<file path="src/design/assert_macros.svh">
// Assertion helpers shared by the RTL. Each macro expects signals named clock and reset
// in the module that uses it.
`ifndef ASSERT_MACROS_SVH
`define ASSERT_MACROS_SVH

// The consequent must hold in the same cycle as the antecedent.
`define OGA_ASSERT_IMP(label, ante, cons) \
   label: assert property (@(posedge clock) disable iff (reset) (ante) |-> (cons)) \
      else $error("same-cycle check failed");

// The consequent must hold in the cycle after the antecedent.
`define OGA_ASSERT_NXT(label, ante, cons) \
   label: assert property (@(posedge clock) disable iff (reset) (ante) |=> (cons)) \
      else $error("next-cycle check failed");

`endif

</file>
<file path="src/design/ogacc_pkg.sv">
package ogacc_pkg;

   // Width of the register bus address.
   localparam int CSR_AW = 5;

   // Q1.16 unity and the Q0.32 decay factor for successive exp table entries.
   localparam logic [16:0] ONE_Q16        = 17'd65536;
   localparam logic [31:0] EXP_FACTOR_Q32 = 32'd4260744631;

   // Operation codes of an input transaction.
   localparam logic OP_ADD  = 1'b0;
   localparam logic OP_READ = 1'b1;

   typedef enum logic [1:0] {
      STAT_UPDATED = 2'd0,
      STAT_CLIPPED = 2'd1,
      STAT_OUTSIDE = 2'd2,
      STAT_READ    = 2'd3
   } status_type;

   typedef enum logic [1:0] {
      OCC_UNKNOWN  = 2'd0,
      OCC_FREE     = 2'd1,
      OCC_OCCUPIED = 2'd2
   } occ_type;

   typedef enum logic [2:0] {
      REG_CELLS_PER_MM  = 3'd0,
      REG_CLIP_HIGH     = 3'd1,
      REG_CLIP_LOW      = 3'd2,
      REG_NORMAL_WEIGHT = 3'd3,
      REG_SCORE_THRESH  = 3'd4,
      REG_OCC_THRESH    = 3'd5,
      REG_POSE_HEIGHT   = 3'd6
   } reg_index_type;

   typedef struct packed {
      logic [15:0]        cells_per_mm;
      logic signed [15:0] clip_high;
      logic signed [15:0] clip_low;
      logic [16:0]        normal_weight;
      logic [16:0]        score_threshold;
      logic [3:0]         occupied_threshold;
      logic signed [15:0] pose_height;
   } cfg_type;

   // Commands from the controller to the datapath.
   typedef struct packed {
      logic sweep;
      logic capture;
      logic stage_a;
      logic stage_b;
      logic commit;
   } ctrl_cmd_type;

   // Status from the datapath to the controller.
   typedef struct packed {
      logic sweep_last;
   } dp_sts_type;

   // Occupancy class of a cell from its known mark and counter.
   function automatic occ_type occ_of(input logic known, input logic [3:0] cnt,
                                      input logic [3:0] thresh);
      occ_type occ;
      if (!known) begin
         occ = OCC_UNKNOWN;
      end else if (cnt > thresh) begin
         occ = OCC_OCCUPIED;
      end else begin
         occ = OCC_FREE;
      end
      return occ;
   endfunction

endpackage

</file>
<file path="src/design/ogacc_csr.sv">
module ogacc_csr (
   input  logic                          clock,
   input  logic                          reset,
   input  logic                          psel,
   input  logic                          penable,
   input  logic                          pwrite,
   input  logic [ogacc_pkg::CSR_AW-1:0]  paddr,
   input  logic [31:0]                   pwdata,
   output logic [31:0]                   prdata,
   output logic                          pready,
   output ogacc_pkg::cfg_type            cfg
);
   import ogacc_pkg::*;

   cfg_type       cfg_ff;
   cfg_type       cfg_in;
   reg_index_type sel_index;
   logic          wr_en;

   assign pready    = 1'b1;
   assign sel_index = reg_index_type'(paddr[CSR_AW-1:2]);
   assign wr_en     = psel && penable && pwrite;
   assign cfg       = cfg_ff;

   // Register write decode.
   always_comb begin
      cfg_in = cfg_ff;
      if (wr_en) begin
         case (sel_index)
            REG_CELLS_PER_MM:  cfg_in.cells_per_mm       = pwdata[15:0];
            REG_CLIP_HIGH:     cfg_in.clip_high          = pwdata[15:0];
            REG_CLIP_LOW:      cfg_in.clip_low           = pwdata[15:0];
            REG_NORMAL_WEIGHT: cfg_in.normal_weight      = pwdata[16:0];
            REG_SCORE_THRESH:  cfg_in.score_threshold    = pwdata[16:0];
            REG_OCC_THRESH:    cfg_in.occupied_threshold = pwdata[3:0];
            REG_POSE_HEIGHT:   cfg_in.pose_height        = pwdata[15:0];
            default: ;
         endcase
      end
   end

   always_ff @(posedge clock) begin
      if (reset) begin
         cfg_ff.cells_per_mm       <= 16'd655;
         cfg_ff.clip_high          <= 16'sd3000;
         cfg_ff.clip_low           <= -16'sd500;
         cfg_ff.normal_weight      <= 17'd32768;
         cfg_ff.score_threshold    <= 17'd19661;
         cfg_ff.occupied_threshold <= 4'd5;
         cfg_ff.pose_height        <= 16'sd0;
      end else begin
         cfg_ff <= cfg_in;
      end
   end

   // Read-back mux.
   always_comb begin
      case (sel_index)
         REG_CELLS_PER_MM:  prdata = {16'd0, cfg_ff.cells_per_mm};
         REG_CLIP_HIGH:     prdata = {16'd0, cfg_ff.clip_high};
         REG_CLIP_LOW:      prdata = {16'd0, cfg_ff.clip_low};
         REG_NORMAL_WEIGHT: prdata = {15'd0, cfg_ff.normal_weight};
         REG_SCORE_THRESH:  prdata = {15'd0, cfg_ff.score_threshold};
         REG_OCC_THRESH:    prdata = {28'd0, cfg_ff.occupied_threshold};
         REG_POSE_HEIGHT:   prdata = {16'd0, cfg_ff.pose_height};
         default:           prdata = 32'd0;
      endcase
   end

endmodule

</file>
<file path="config.mk">
export PLATFORM = sky130hd
export DESIGN_NAME = ogacc_csr
export DESIGN_NICKNAME = d
export VERILOG_FILES = /design/src/design/assert_macros.svh /design/src/design/ogacc_pkg.sv /design/src/design/ogacc_csr.sv
export SDC_FILE = /design/constraint.sdc
export NUM_CORES = 1
export LEC_CHECK = 0
export ABC_AREA = 1
export BUFFER_PORTS_ARGS = -buffer_cell sky130_fd_sc_hd__buf_2
export CAP_MARGIN = 25
export CORE_UTILIZATION = 41
export DETAILED_ROUTE_END_ITERATION = 16
export MAX_ROUTING_LAYER = met4
export PLACE_DENSITY = 0.68
export SETUP_SLACK_MARGIN = 0.02
export SLEW_MARGIN = 20
export SYNTH_ARGS = -nofsm -noshare
export SYNTH_HDL_FRONTEND = slang
export SYNTH_SLANG_ARGS = --single-unit
</file>
<file path="constraint.sdc">
create_clock -name clock -period 2 [get_ports clock]
set_input_delay 0.2 -clock clock [delete_from_list [all_inputs] [get_ports clock]]
set_output_delay 0.2 -clock clock [all_outputs]
set_load 0.02 [all_outputs]
</file>
==> results of run 1 <==
-- stage by stage --
step                total power [mW]  instances  cell area, um2
finish                          4.53       1100            6220
CTS                             4.54       1100            6220
detailed placement              2.65       1084            5900
global placement                2.65       1084            5900
floorplan                       2.49        814            5130
global route                    4.67       1100            6220
-- area by class of cell --
| type | instances | area, um2 |
|---|---|---|
| Timing Repair Buffer | 169 | 948 |
| Multi-Input combinational cell | 607 | 2550 |
| Clock buffer | 11 | 243 |
| Fill cell | 1274 | 5840 |
| Clock inverter | 5 | 82.6 |
| Sequential cell | 102 | 2040 |
| Inverter | 38 | 143 |
| Tap cell | 168 | 210 |
-- worst min path at each step --
stage	depth (start not counted)	from	endpoint	slack [ns]
after floorplan	2	pwdata[2]	cfg[56]	0.33
after global placement	3	pwdata[5]	cfg[75]	0.43
after detailed placement	3	pwdata[4]	cfg[74]	0.43
after CTS	3	pwdata[4]	cfg[74]	0.07
after global routing	3	pwdata[12]	cfg[66]	0.10
final	3	pwdata[4]	cfg[74]	0.07
-- power by group through the flow --
stage	sequential [mW]	clock, mW	combinational, mW
global route	2.08	2.01	0.585
floorplan	2.15	0	0.340
global placement	2.12	0	0.527
finish	2.08	1.92	0.536
CTS	2.08	1.93	0.532
detailed placement	2.12	0	0.530
-- cell usage after synthesis (all sizes together) --
| cell type | instances | area (um2) |
|---|---|---|
| nand4 | 30 | 188 |
| dfxtp | 102 | 2040 |
| conb | 2 | 7.51 |
| clkbuf | 10 | 37.5 |
| inv | 38 | 143 |
| buf | 57 | 355 |
| nor2 | 175 | 707 |
| nand3 | 106 | 536 |
| nand2 | 277 | 1050 |
| o21ai | 3 | 15.0 |
-- metal layers --
metal  up-vias  part of all wire (%)
li1       2731                     -
met1      2475                    42
met2       248                    46
met3        33                   8.2
met4         0                   3.5
met5         -                     0
-- cell families (layout without fill, tap and decap cells) --
logic type	after synthesis	after routing	synth area share [%]
flops	102	102	40.2
other cells	2	16	0.148
buf+inv	105	223	10.5
compound gates	3	3	0.295
simple gates	588	588	48.8
-- critical path: stages --
cell and delay (ns):
buf_2 0.24, buf_4 0.28, nor2_2 0.06, buf_4 0.18, nand2_1 0.08, nand2_1 0.05
nor2_1 0.22, nand2_1 0.08, buf_2 0.16
==> run summary, run 1 <==
Seq pwr share = 45.8%
final net count = 969
#FFs+latches synth = 102
status = finished clean
Syn Std Cell Area = 5080 um2
met3 GRT Util = 3.54%
drt via density = 4.99
GPL Wtd Cong = 0.846
setup TNS = 0 ns
Setup Fix Bufs, Post-CTS = 0
IO Count = 177
initial drt markers = 420
die width = 113 um
CTS Buffer Depth = 2
clock period minus worst slack = 1.75 ns
crit end category = output pin
number of distinct library cells after synthesis = 19
global-route met2 utilization = 42.4%
net switching power = 1.19 mW
WP data required = 1.80 ns
max frequency = 572 MHz
post-synthesis sequential area ratio = 40.2%
Critical Path Start = paddr[4]
htree depth = 3
Clock Power Share = 42.3%
drc violations = 0
TritonCTS buffer count = 9
share of cells above drive strength 1 = 21.6%
Setup crit start kind = primary input
Worst EP arrival = 1.55 ns
total core area = 12100 um2
Core Util, Final = 51.6%
CP Capture Point = prdata[1]
RSZ-0062 raised after global routing = no
DRT antenna net count = 0
IR drop worst, VDD = 0.000345 V
initial core utilization = 42.1%
cells after synthesis = 800
worst slew pin tran = 0.511 ns
routed vias = 5487
worst hold slack = 0.0749 ns
Syn-to-layout area delta = 22.5%
Syn Area/Cell = 6.35 um2
routed len/inst = 15.1 um
maxcap violations = 0
max reg flops = 102
CTS tree = built
Worst-Skew Late Latency = 0.34 ns
Final Routed Wirelength = 16700 um
RR Endpoint = cfg[18]
Diodes inserted = 0
R2R Setup Slk = 1.37 ns
gr busiest metal = met2
die span in y = 113 um
number of global-route vias before repair = 4858
clk sinks = 102
crit path max fanout = 17
YS warnings = 0
largest net degree at the start of global routing = 103
Hold Crit Class = in2reg
drt pass-1 iters = 5
initial antenna violation count = 0
GR Util met1 = 34.7%
WS Path Type = in2out
logic gate share of total power = 11.8%
setup ws final = 0.252 ns
Internal = 3.34 mW
most common cell after layout, fill and taps aside = nand2_1
row cnt = 40
pwr dens = 728 nW/um2
hpwl dp = 11900 um
GRT Util Overall = 27.3%
Setup Skew = 0 ns
total global routing overflow = 0
Sw Ratio = 26.3%
clock-pin slew on the worst setup and hold paths = 0.07 ns
Tcrit/Tclk final = 87.4%
Final Hold Vio Count = 0
cell depth of the worst flop-to-flop path = 2
global-route wire length before repair = 25900 um
CTS Hold Buffers Added = 0
DIE AREA = 12800 um2
Critical R2R Launch = cfg[18]
clk root buf = clkbuf_16
commonest cells after routing, fill and taps aside = 275 x nand2_1, 165 x nor2_1, 143 x buf_2
Port Buffer Count = 143
Max Slew Vio Count = 0
Setup WS pre-CTS = 0.257 ns
Slew HR = 65.9%
# setup viols final = 0
Leakage = 3.24 nW
PostCTS Resize Cnt = 0
Power figures use the tool's default switching activity.
==> run 2, diff against run 1 <==
--- a/config.mk
+++ b/config.mk
@@ -6,13 +6,12 @@
 export NUM_CORES = 1
 export LEC_CHECK = 0
 export ABC_AREA = 1
-export BUFFER_PORTS_ARGS = -buffer_cell sky130_fd_sc_hd__buf_2
+export BUFFER_PORTS_ARGS = -buffer_cell sky130_fd_sc_hd__clkbuf_2
 export CAP_MARGIN = 25
-export CORE_UTILIZATION = 41
+export CORE_UTILIZATION = 35
 export DETAILED_ROUTE_END_ITERATION = 16
 export MAX_ROUTING_LAYER = met4
-export PLACE_DENSITY = 0.68
-export SETUP_SLACK_MARGIN = 0.02
+export SETUP_SLACK_MARGIN = 0.5
 export SLEW_MARGIN = 20
 export SYNTH_ARGS = -nofsm -noshare
 export SYNTH_HDL_FRONTEND = slang
==> run 2 against run 1 <==
  * Die area grew 17%
  * Largest cell class unchanged
  * Critical path depth shrank 1
  * Sequential power is essentially flat
  * Non-clock buffer count grew 16
  * Clock power shrank 9.9%
  * Global-route usage shrank 2.6 points
  * Largest power group unchanged
  * First-iteration DRC count grew 15%
  * Final area grew 5.7%
  * Count of clock-buffer cells in the layout grew 2
  * Power shrank 2.2%
==> run summary, run 2 (same netlist as run 1, synthesis figures left out) <==
initial drt markers = 485
DIE AREA = 15000 um2
Internal = 3.21 mW
most common cell after layout, fill and taps aside = nand2_1
Seq pwr share = 46.9%
DRT antenna net count = 0
CTS Buffer Depth = 2
met3 GRT Util = 4.55%
Worst EP arrival = 1.27 ns
Port Buffer Count = 143
status = finished clean
final net count = 986
Max Slew Vio Count = 0
Placement Cell Area = 5980 um2
global-route met2 utilization = 35.8%
# setup viols final = 0
Setup crit start kind = primary input
clock period minus worst slack = 1.47 ns
max frequency = 682 MHz
WP data required = 1.80 ns
delay-heaviest family, CP = buffers and inverters
drt pass-1 iters = 5
row cnt = 43
die span in y = 122 um
die width = 122 um
share of cells above drive strength 1 = 25.0%
Diodes inserted = 0
cell depth of the worst flop-to-flop path = 2
CP cell instances = clkbuf_8 > inv_4 > buf_4 > nor2_1 > buf_6 > nand2_1 > nand2_1 > clkbuf_2
worst slew pin tran = 0.536 ns
Syn-to-layout area delta = 29.5%
crit path buf inv count = 5
Tcrit/Tclk final = 73.3%
crit path max fanout = 15
slowest stage delay, CP = 0.18 ns
TritonCTS buffer count = 9
GPL Wtd Cong = 0.852
design area = 6580 um2
Sw Ratio = 27.6%
commonest cells after routing, fill and taps aside = 267 x nand2_1, 157 x nor2_1, 129 x clkbuf_2
Leakage = 3.36 nW
WS Path Type = in2out
total global routing overflow = 0
GR Util met1 = 33.6%
htree depth = 3
Final Hold Vio Count = 0
gr busiest metal = met2
IO Count = 177
Crit path depth = 8
CTS Hold Buffers Added = 0
logic gate share of total power = 14.0%
drt via density = 4.94
Clock Power Share = 39.1%
net switching power = 1.22 mW
fill count = 1525
RSZ-0062 raised after global routing = yes
CP Capture Point = prdata[16]
CTS tree = built
clk root buf = clkbuf_16
routed vias = 5574
Tot Pwr = 4.43 mW
total core area = 14000 um2
crit end category = output pin
Core Util, Final = 46.8%
Critical R2R Launch = cfg[52]
setup TNS = 0 ns
global-route wire length before repair = 26700 um
pwr dens = 674 nW/um2
Worst-Skew Late Latency = 0.35 ns
GRT Util Overall = 24.7%
Post-Layout Cell Count = 1129
number of global-route vias before repair = 4657
drc violations = 0
IR drop worst, VDD = 0.000445 V
Setup Skew = 0 ns
clock-pin slew on the worst setup and hold paths = 0.07 ns
initial antenna violation count = 0
routed len/inst = 16.0 um
most used cell, CP = nand2_1
maxcap violations = 0
max reg flops = 102
R2R Setup Slk = 1.35 ns
placed instance count = 1101
Final Routed Wirelength = 18100 um
RR Endpoint = cfg[52]
hpwl dp = 12700 um
initial core utilization = 36.2%
Slowest-stage cell, CP = buf_4
largest net degree at the start of global routing = 48
Critical Path Start = paddr[4]
Slew HR = 64.2%
clk sinks = 102
Hold Crit Class = in2reg
[run 2: worst min-delay path by stage]
stage              end        from  cells past startpoint
2_1_floorplan  cfg[56]   pwdata[2]                      2
3_3_place_gp   cfg[78]   pwdata[8]                      3
3_5_place_dp   cfg[78]   pwdata[8]                      3
4_1_cts        cfg[78]   pwdata[8]                      3
5_1_grt        cfg[67]  pwdata[13]                      3
6_report       cfg[78]   pwdata[8]                      3
[run 2: tightest hold or removal path, cell delays in order]
cell and delay [ns]:
clkbuf_2 0.09, nand2_1 0.05, nand3_1 0.06
[run 2: per-layer routing]
layer  routed length [um]  share of wire [%]  vias to the layer above
met3                 1310                7.2                       23
li1                     -                  -                     2762
met4                  561                3.1                        0
met2                 8060                 45                      250
met1                 8120                 45                     2539
met5                    0                  0                        -
[run 2: final cells by class]
| cell class | instances | area (um2) | share of cell area, % |
|---|---|---|---|
| multi-input combinational | 607 | 2620 | 39.8 |
| clock buffer | 13 | 270 | 4.11 |
| sequential | 102 | 2050 | 31.1 |
| inverter | 38 | 155 | 2.36 |
| clock inverter | 3 | 17.5 | 0.266 |
| timing repair inverter | 1 | 6.26 | 0.0951 |
| timing repair buffer | 185 | 1240 | 18.9 |
| tap | 180 | 225 | 3.42 |
[run 2: timing repair]
action	4_1_cts	5_1_grt
pin swaps	2	4
setup endpoints to repair	17	17
setup buffers	2	6
resized for setup	25	48
cloned	1	3
[run 2: power by group through the flow]
stage                     Sequential [mW]  Clock (mW)  Combinational, mW
after floorplan                      2.15           0              0.340
after global placement               2.13           0              0.545
after detailed placement             2.13           0              0.546
after CTS                            2.08        1.75              0.576
after global routing                 2.08        1.85              0.671
final                                2.08        1.73              0.620
[run 2: metrics by stage]
stage	setup WS (ns)	hold slack, ns
6_report	0.534	0.0713
5_1_grt	0.464	0.0714
4_1_cts	0.492	0.0643
3_5_place_dp	0.244	0.433
3_3_place_gp	0.275	0.427
2_1_floorplan	0.672	0.326
