**src/design/assert_macros.svh**
```systemverilog
// Assertion helpers shared by the RTL. Each macro expects signals named clock and reset
// in the module that uses it.
`ifndef ASSERT_MACROS_SVH
`define ASSERT_MACROS_SVH

// The consequent must hold in the same cycle as the antecedent.
`define OGA_ASSERT_IMP(label, ante, cons) \
   label: assert property (@(posedge clock) disable iff (reset) (ante) |-> (cons)) \
      else $error("same-cycle check failed");

// The consequent must hold in the cycle after the antecedent.
`define OGA_ASSERT_NXT(label, ante, cons) \
   label: assert property (@(posedge clock) disable iff (reset) (ante) |=> (cons)) \
      else $error("next-cycle check failed");

`endif

```
**src/design/ogacc_pkg.sv**
```systemverilog
package ogacc_pkg;

   // Width of the register bus address.
   localparam int CSR_AW = 5;

   // Q1.16 unity and the Q0.32 decay factor for successive exp table entries.
   localparam logic [16:0] ONE_Q16        = 17'd65536;
   localparam logic [31:0] EXP_FACTOR_Q32 = 32'd4260744631;

   // Operation codes of an input transaction.
   localparam logic OP_ADD  = 1'b0;
   localparam logic OP_READ = 1'b1;

   typedef enum logic [1:0] {
      STAT_UPDATED = 2'd0,
      STAT_CLIPPED = 2'd1,
      STAT_OUTSIDE = 2'd2,
      STAT_READ    = 2'd3
   } status_type;

   typedef enum logic [1:0] {
      OCC_UNKNOWN  = 2'd0,
      OCC_FREE     = 2'd1,
      OCC_OCCUPIED = 2'd2
   } occ_type;

   typedef enum logic [2:0] {
      REG_CELLS_PER_MM  = 3'd0,
      REG_CLIP_HIGH     = 3'd1,
      REG_CLIP_LOW      = 3'd2,
      REG_NORMAL_WEIGHT = 3'd3,
      REG_SCORE_THRESH  = 3'd4,
      REG_OCC_THRESH    = 3'd5,
      REG_POSE_HEIGHT   = 3'd6
   } reg_index_type;

   typedef struct packed {
      logic [15:0]        cells_per_mm;
      logic signed [15:0] clip_high;
      logic signed [15:0] clip_low;
      logic [16:0]        normal_weight;
      logic [16:0]        score_threshold;
      logic [3:0]         occupied_threshold;
      logic signed [15:0] pose_height;
   } cfg_type;

   // Commands from the controller to the datapath.
   typedef struct packed {
      logic sweep;
      logic capture;
      logic stage_a;
      logic stage_b;
      logic commit;
   } ctrl_cmd_type;

   // Status from the datapath to the controller.
   typedef struct packed {
      logic sweep_last;
   } dp_sts_type;

   // Occupancy class of a cell from its known mark and counter.
   function automatic occ_type occ_of(input logic known, input logic [3:0] cnt,
                                      input logic [3:0] thresh);
      occ_type occ;
      if (!known) begin
         occ = OCC_UNKNOWN;
      end else if (cnt > thresh) begin
         occ = OCC_OCCUPIED;
      end else begin
         occ = OCC_FREE;
      end
      return occ;
   endfunction

endpackage

```
**src/design/ogacc_ctrl.sv**
```systemverilog
`include "assert_macros.svh"

module ogacc_ctrl (
   input  logic                     clock,
   input  logic                     reset,
   input  logic                     req_valid,
   input  logic                     rsp_ready,
   input  ogacc_pkg::dp_sts_type    sts,
   output ogacc_pkg::ctrl_cmd_type  cmd,
   output logic                     req_ready,
   output logic                     rsp_valid
);
   import ogacc_pkg::*;

   typedef enum logic [2:0] {
      ST_CLEAR,
      ST_IDLE,
      ST_A,
      ST_B,
      ST_C
   } state_type;

   state_type state_ff;
   state_type state_in;
   logic      req_ready_ff;
   logic      rsp_valid_ff;
   logic      rsp_valid_in;

   assign req_ready = req_ready_ff;
   assign rsp_valid = rsp_valid_ff;

   // Next state and commands.
   always_comb begin
      state_in = state_ff;
      cmd      = '0;
      case (state_ff)
         ST_CLEAR: begin
            cmd.sweep = 1'b1;
            if (sts.sweep_last) begin
               state_in = ST_IDLE;
            end
         end
         ST_IDLE: begin
            if (req_valid && req_ready_ff) begin
               cmd.capture = 1'b1;
               state_in    = ST_A;
            end
         end
         ST_A: begin
            cmd.stage_a = 1'b1;
            state_in    = ST_B;
         end
         ST_B: begin
            cmd.stage_b = 1'b1;
            state_in    = ST_C;
         end
         ST_C: begin
            if (!rsp_valid_ff || rsp_ready) begin
               cmd.commit = 1'b1;
               state_in   = ST_IDLE;
            end
         end
         default: state_in = ST_IDLE;
      endcase
   end

   // The result register is full from commit until the sink takes it.
   always_comb begin
      rsp_valid_in = rsp_valid_ff;
      if (cmd.commit) begin
         rsp_valid_in = 1'b1;
      end else if (rsp_ready) begin
         rsp_valid_in = 1'b0;
      end
   end

   always_ff @(posedge clock) begin
      if (reset) begin
         state_ff     <= ST_CLEAR;
         req_ready_ff <= 1'b0;
         rsp_valid_ff <= 1'b0;
      end else begin
         state_ff     <= state_in;
         req_ready_ff <= (state_in == ST_IDLE);
         rsp_valid_ff <= rsp_valid_in;
      end
   end

   `OGA_ASSERT_NXT(a_capture_enters_a, cmd.capture, state_ff == ST_A)
   `OGA_ASSERT_IMP(a_ready_only_idle, req_ready_ff, state_ff == ST_IDLE)
   `OGA_ASSERT_NXT(a_commit_fills_rsp, cmd.commit, rsp_valid_ff)
   `OGA_ASSERT_IMP(a_no_rsp_in_sweep, cmd.sweep, !rsp_valid_ff)

endmodule

```
**config.mk**
```make
export PLATFORM = sky130hd
export DESIGN_NAME = ogacc_ctrl
export DESIGN_NICKNAME = d
export VERILOG_FILES = /design/src/design/ogacc_pkg.sv /design/src/design/ogacc_ctrl.sv
export VERILOG_INCLUDE_DIRS = /design/src /design/src/design
export SDC_FILE = /design/constraint.sdc
export NUM_CORES = 1
export LEC_CHECK = 0
export BUFFER_PORTS_ARGS = -buffer_cell sky130_fd_sc_hd__buf_2
export CAP_MARGIN = 15
export CORE_AREA = 2 2 39 41
export DETAILED_ROUTE_END_ITERATION = 16
export DIE_AREA = 0 0 41 43
export PLACE_DENSITY = 0.46
export SLEW_MARGIN = 20
export SYNTH_ARGS = -nofsm -noshare
export SYNTH_HDL_FRONTEND = slang
export SYNTH_SLANG_ARGS = --single-unit
```
**constraint.sdc**
```tcl
create_clock -name clock -period 1.8 [get_ports clock]
set_clock_uncertainty 0.05 [all_clocks]
set_input_delay 0.18 -clock clock [delete_from_list [all_inputs] [get_ports clock]]
set_output_delay 0.18 -clock clock [all_outputs]
set_load 0.01 [all_outputs]
```
==> reports/results.txt, run 1 <==
Number of buffers created by CTS -> 3
Max cap viols -> 0
Antenna violations before repair -> 0
Syn Inst Count -> 30
Clk_lat worst skew -> 0.24 ns
IO Count -> 12
CTS tree -> yes
Ys Warns -> 0
Antenna-violating nets left -> 0
CTS root buf -> clkbuf_4
Core area -> 0.001384 mm^2
Total gr overflow -> 0
Clk slew on worst S/H paths -> 0.04 ns
Layout cell share with drive strength beyond 1 -> 39.53%
CP Data Required Time -> 1.89 ns
Residual DRC -> 0
Hold buffers post-CTS -> 0
Final nets -> 49
Netlist cell types -> 18
Worst setup SP type -> flip-flop
P&R area growth vs syn -> 31.43%
Minimum clock period after layout -> 1.353 ns
Hold_ws -> 0.1127 ns
DR vias -> 253
Maximum buffer depth of the clock tree -> 2
H-tree levels -> 1
Register bit total from synthesis -> 5
Slew Limit Fails -> 0
Register area share after synthesis -> 38.10%
Max VDD drop -> 0.1761 mV
RSZ-0062 raised after global routing -> false
Hold Vio Cnt, Final -> 0
Largest net degree at the start of global routing -> 10
Syn Area/Cell -> 8.758 um^2
Row Count -> 14
Setup crit end kind -> flip-flop
Pin slew with the least headroom to its limit -> 0.2956 ns
DR vias/cell -> 4.288
Length of the first detailed-routing pass in iterations -> 2
WL/cell -> 8.559 um
Fmax -> 739.1 MHz
DP HPWL -> 410.4 um
Crit Path Class -> reg2reg
Clock Sinks -> 5
Most frequent cells in the layout -> 11 x buf_2, 5 x a21oi_1, 5 x dfxtp_1
Number of setup buffers added after CTS -> 0
Placer Congestion -> 0.5636
Setup_tns -> 0 ns
Wirelength, routed -> 505 um
Final Setup Violations -> 0
Slew Limit Headroom -> 80.08%
Via count of the first global-routing pass -> 220
N_diodes -> 0
Post-CTS resize count -> 0
Tot GR Track Use -> 8.333%
Period utilisation layout -> 75.17%
Post-Syn Area -> 262.8 um^2
Width of the die -> 41 um
Port bufs -> 11
First-pass GRT wire length -> 862 um
Status -> complete, no violations
Commonest non-fill, non-tap cell in the layout -> buf_2
CP max FO -> 9
Die area -> 0.001763 mm^2
Pwr/cell area -> 827.0 mW/mm^2
Syn_nets -> 35
Initial Util -> 18.99%
Final core utilization -> 24.95%
Hold Crit Class -> in2reg
Die Y -> 43 um
DRT iter0 DRCs -> 1
WP data arrival -> 1.44 ns
P_leak -> 0.1673 nW
## power breakdown
group,leakage [nW],total [W],internal [W],switching (W)
Clock,0.0150,0.000125,0.0000835,0.0000413
Combinational,0.111,0.0000365,0.0000183,0.0000181
Sequential,0.0409,0.000124,0.000117,0.00000713
Total,0.167,0.000286,0.000219,0.0000665
## registers in the layout, indices dropped and copies added, names as in the netlist
register   cells
state_ff       3
rsp_valid      1
req_ready      1
## per-layer routing
metal	GRT usage, %	wire length, um	vias up
met1	7.074	212	104
met5	0	0	-
li1	-	-	134
met2	10.63	231	11
met3	3.141	30	4
met4	14.00	31	0
## worst paths after layout
check	startpoint	slack, ns	depth (start not counted)	endpoint
worst max-delay path	state_ff[2]	0.45	3	req_ready
worst max register to register	state_ff[2]	0.45	3	req_ready
worst min register to register	rsp_valid	0.43	2	rsp_valid
worst min-delay path	reset	0.11	2	req_ready
## synth_stat cells, drive strengths merged
cell type  n  area (um^2)
dfxtp      5        100.1
nor2       3        11.26
buf        2        18.77
nor2b      2        12.51
nand2      2        7.510
a21oi      5        25.02
inv        1        3.750
nor3       1        5.000
nand2b     1        6.260
o21ai      1        5.000
nor3b      1        7.510
o31a       1        8.760
a21o       1        8.760
nand4b     1        8.760
and3b      2        18.77
a2111oi    1        15.01
## final cells by class
| type | instances | area [um^2] |
|---|---|---|
| clock buffers | 4 | 26.28 |
| fillers | 165 | 1039 |
| repair buffers | 11 | 55.05 |
| well taps | 16 | 20.02 |
| inverters | 1 | 3.754 |
| multi-input cells | 22 | 140.1 |
| flip-flops and latches | 5 | 100.1 |
## per-stage QoR
step                total power [W]  instance area (um^2)  worst slack, ns  std cells
global route              0.0003200                 345.3           0.3045         59
detailed placement        0.0001633                 319.1           0.4537         55
global placement          0.0001639                 319.1           0.4593         55
floorplan                 0.0001474                 262.8           0.4660         30
finish                    0.0002856                 345.3           0.4470         59
CTS                       0.0002906                 345.3           0.4420         59
## worst max-delay path, cell delays in order, from the launching register on
cell and delay [ns]:
dfxtp_1 0.37, and3b_1 0.20, o31a_1 0.30, a2111oi_2 0.34
## cells by family (layout without fill, tap and decap cells)
family                 count (synthesis)  in the layout  synth area share [%]
AND/OR/NAND/NOR                       13             13                 29.53
buffers and inverters                  3             16                 8.571
AO/OA/AOI/OAI                          9              9                 23.81
flip-flops                             5              5                 38.10
No activity file was read; power rests on OpenSTA's default activity.
==> run 2: changes to the inputs <==
--- a/config.mk
+++ b/config.mk
@@ -6,12 +6,13 @@
 export SDC_FILE = /design/constraint.sdc
 export NUM_CORES = 1
 export LEC_CHECK = 0
+export ABC_AREA = 1
 export BUFFER_PORTS_ARGS = -buffer_cell sky130_fd_sc_hd__buf_2
 export CAP_MARGIN = 15
 export CORE_AREA = 2 2 39 41
 export DETAILED_ROUTE_END_ITERATION = 16
 export DIE_AREA = 0 0 41 43
-export PLACE_DENSITY = 0.46
+export PLACE_DENSITY = 0.45
 export SLEW_MARGIN = 20
 export SYNTH_ARGS = -nofsm -noshare
 export SYNTH_HDL_FRONTEND = slang
==> constraint.sdc (replaced) <==
create_clock -name clock -period 1.4 [get_ports clock]
set_clock_uncertainty 0.05 [all_clocks]
set_input_delay 0.14 -clock clock [delete_from_list [all_inputs] [get_ports clock]]
set_output_delay 0.14 -clock clock [all_outputs]
set_load 0.01 [all_outputs]
==> run 2 against run 1 <==
First-iteration DRC count increased to 3.0 times the previous value; hold slack got worse by 0.036 ns; utilization decreased by 0.090 points; area after synthesis decreased by 4.8%; via count increased by 1.6%; register-to-register slack got worse by 0.05 ns; routed wire length increased by 2.4%; synthesized cell count increased by 27%; critical path type is now reg2out; critical endpoint is now cmd[3].
==> reports/results.txt, run 2 <==
Synth Flop Type -> dfxtp_1 (unchanged)
Number of buffers created by CTS -> 3 (unchanged)
Setup_tns -> 0 ns (unchanged)
H-tree levels -> 1 (unchanged)
CTS root buf -> clkbuf_4 (unchanged)
Row Count -> 14 (unchanged)
Post-synth EDFFs -> 0 (unchanged)
Number of setup buffers added after CTS -> 0 (unchanged)
Largest net degree at the start of global routing -> 6 (was 10)
Syn Inst Count -> 38 (was 30)
Antenna-violating nets left -> 0 (unchanged)
First-pass GRT wire length -> 793 um (was 862 um)
Via count of the first global-routing pass -> 229 (was 220)
Final Setup Violations -> 0 (unchanged)
Post-synth ARST share -> 0% (unchanged)
Placer Congestion -> 0.6299 (was 0.5636)
Slew Limit Headroom -> 89.84% (was 80.08%)
Post-Syn Area -> 250.2 um^2 (was 262.8 um^2)
RSZ-0062 raised after global routing -> false (unchanged)
Final nets -> 58 (was 49)
CTS tree -> yes (unchanged)
Die Y -> 43 um (unchanged)
Synth area leader -> dfxtp_1 (unchanged)
Pwr/cell area -> 1226 mW/mm^2 (was 827.0 mW/mm^2)
Commonest non-fill, non-tap cell in the layout -> buf_2 (unchanged)
Width of the die -> 41 um (unchanged)
Maximum buffer depth of the clock tree -> 2 (unchanged)
WL/cell -> 7.603 um (was 8.559 um)
Core area -> 0.001384 mm^2 (unchanged)
Yosys top cell area share -> 40.00% (was 38.10%)
CP max-delay cell -> dfxtp_1 (unchanged)
DP HPWL -> 441.6 um (was 410.4 um)
Clk slew on worst S/H paths -> 0.04 ns (about the same)
WP data arrival -> 1.04 ns (was 1.44 ns)
Max cap viols -> 0 (unchanged)
Worst-path cell chain -> nor2_1, nand4_1, inv_1, buf_2 (was and3b_1, o31a_1, a2111oi_2)
Post-CTS resize count -> 0 (unchanged)
Residual DRC -> 0 (unchanged)
Hold Crit Class -> in2reg (unchanged)
Total gr overflow -> 0 (unchanged)
Die area -> 0.001763 mm^2 (unchanged)
Length of the first detailed-routing pass in iterations -> 4 (was 2)
Syn_nets -> 43 (was 35)
N_diodes -> 0 (unchanged)
Wirelength, routed -> 517 um (was 505 um)
Antenna violations before repair -> 0 (unchanged)
DR vias/cell -> 3.779 (was 4.288)
Fmax -> 811.9 MHz
CP bufs+invs -> 2 (was 0)
Worst setup SP type -> flip-flop (unchanged)
Register area share after synthesis -> 40.00% (was 38.10%)
Largest register FFs -> 3 (unchanged)
Clk_lat worst skew -> 0.24 ns (about the same)
Hold Vio Cnt, Final -> 0 (unchanged)
Port bufs -> 11 (unchanged)
Netlist cell types -> 12 (was 18)
Slew Limit Fails -> 0 (unchanged)
Hold_ws -> 0.07692 ns (was 0.1127 ns)
P_leak -> 0.1996 nW (was 0.1673 nW)
CP Data Required Time -> 1.21 ns (was 1.89 ns)
Status -> complete, no violations (unchanged)
Crit-path leading delay family -> flip-flops (was compound AO/OA/AOI/OAI gates)
Synth cell count leaders -> 7 x inv_1, 7 x nand2_1, 7 x nor2_1 (was 5 x a21oi_1, 5 x dfxtp_1, 3 x nor2_1)
Layout cell share with drive strength beyond 1 -> 32.69% (was 39.53%)
Period utilisation layout -> 87.98%
Initial Util -> 18.08% (was 18.99%)
Placed Area -> 317.8 um^2 (was 319.1 um^2)
Ys Warns -> 0 (unchanged)
Cell area after layout -> 344.1 um^2 (was 345.3 um^2)
Largest Register -> state_ff (unchanged)
Hold buffers post-CTS -> 0 (unchanged)
Pin slew with the least headroom to its limit -> 0.1512 ns (was 0.2956 ns)
Most area-consuming cells after synthesis -> dfxtp_1 40%, inv_1 11%, nand2_1 11% (was dfxtp_1 38%, a21oi_1 9.5%, a2111oi_2 5.7%)
Syn Area/Cell -> 6.585 um^2 (was 8.758 um^2)
Clock Sinks -> 5 (unchanged)
Most frequent cells in the layout -> 11 x buf_2, 7 x inv_1, 7 x nand2_1, 7 x nor2_1, 5 x dfxtp_1 (was 11 x buf_2, 5 x a21oi_1, 5 x dfxtp_1)
DRT iter0 DRCs -> 3 (was 1)
Pwr Total -> 0.0004217 W (was 0.0002856 W)
P&R area growth vs syn -> 37.50% (was 31.43%)
IO Count -> 12 (unchanged)
Setup crit end kind -> output port (was flip-flop)
Register bit total from synthesis -> 5 (unchanged)
Max VDD drop -> 0.3057 mV (was 0.1761 mV)
Minimum clock period after layout -> 1.232 ns
DR vias -> 257 (was 253)
Final core utilization -> 24.86% (was 24.95%)
Tot GR Track Use -> 7.940% (was 8.333%)
Crit path largest cell delay -> 0.33 ns (was 0.37 ns)
CP max FO -> 4 (was 9)
Crit Path Class -> reg2out (was reg2reg)
-- run 2: power by group --
group          switching (W)  internal, W  leakage, nW
registers          0.0000107     0.000156       0.0409
clock network      0.0000581     0.000108       0.0150
logic              0.0000528    0.0000368        0.144
total               0.000122     0.000300        0.200
-- run 2: layer usage --
metal / track usage [%] / vias up / share of wire [%]
met2: 10.31 / 5 / 52
met5: 0 / - / 0
met4: 10.00 / 0 / 4.3
li1: - / 144 / -
met3: 6.283 / 3 / 5.4
met1: 6.129 / 105 / 38
-- run 2: final cells by class --
class,count,area [um^2]
clock buffers,4,26.28
fillers,160,1040
inverters,7,26.28
multi-input cells,25,116.4
flip-flops and latches,5,100.1
well taps,16,20.02
repair buffers,11,55.05
-- run 2: cells by family after synthesis --
| logic type | share of synthesized area (%) |
|---|---|
| compound gates | 4.000 |
| flops | 40.00 |
| simple gates | 42.51 |
| buf+inv | 13.50 |
-- run 2: worst paths after layout --
check,from,end,slack [ns],cells after the start
worst max register to register,state_ff[2],state_ff[0],0.40,6
worst max-delay path,state_ff[2],cmd[3],0.17,4
worst min-delay path,reset,req_ready,0.08,2
worst min register to register,rsp_valid,rsp_valid,0.46,2
-- run 2: worst reg2reg max path: stages (launching register included) --
cell	delay (ns)
dfxtp_1	0.33
inv_1	0.11
nand2_1	0.08
nand2_1	0.07
nand2_1	0.06
nor2_2	0.14
nor2_1	0.05
-- run 2: metrics by stage --
step	worst slack, ns	instances
global placement	0.3617	64
global route	0.08128	68
detailed placement	0.4142	64
CTS	0.1495	68
floorplan	0.4794	38
finish	0.1683	68
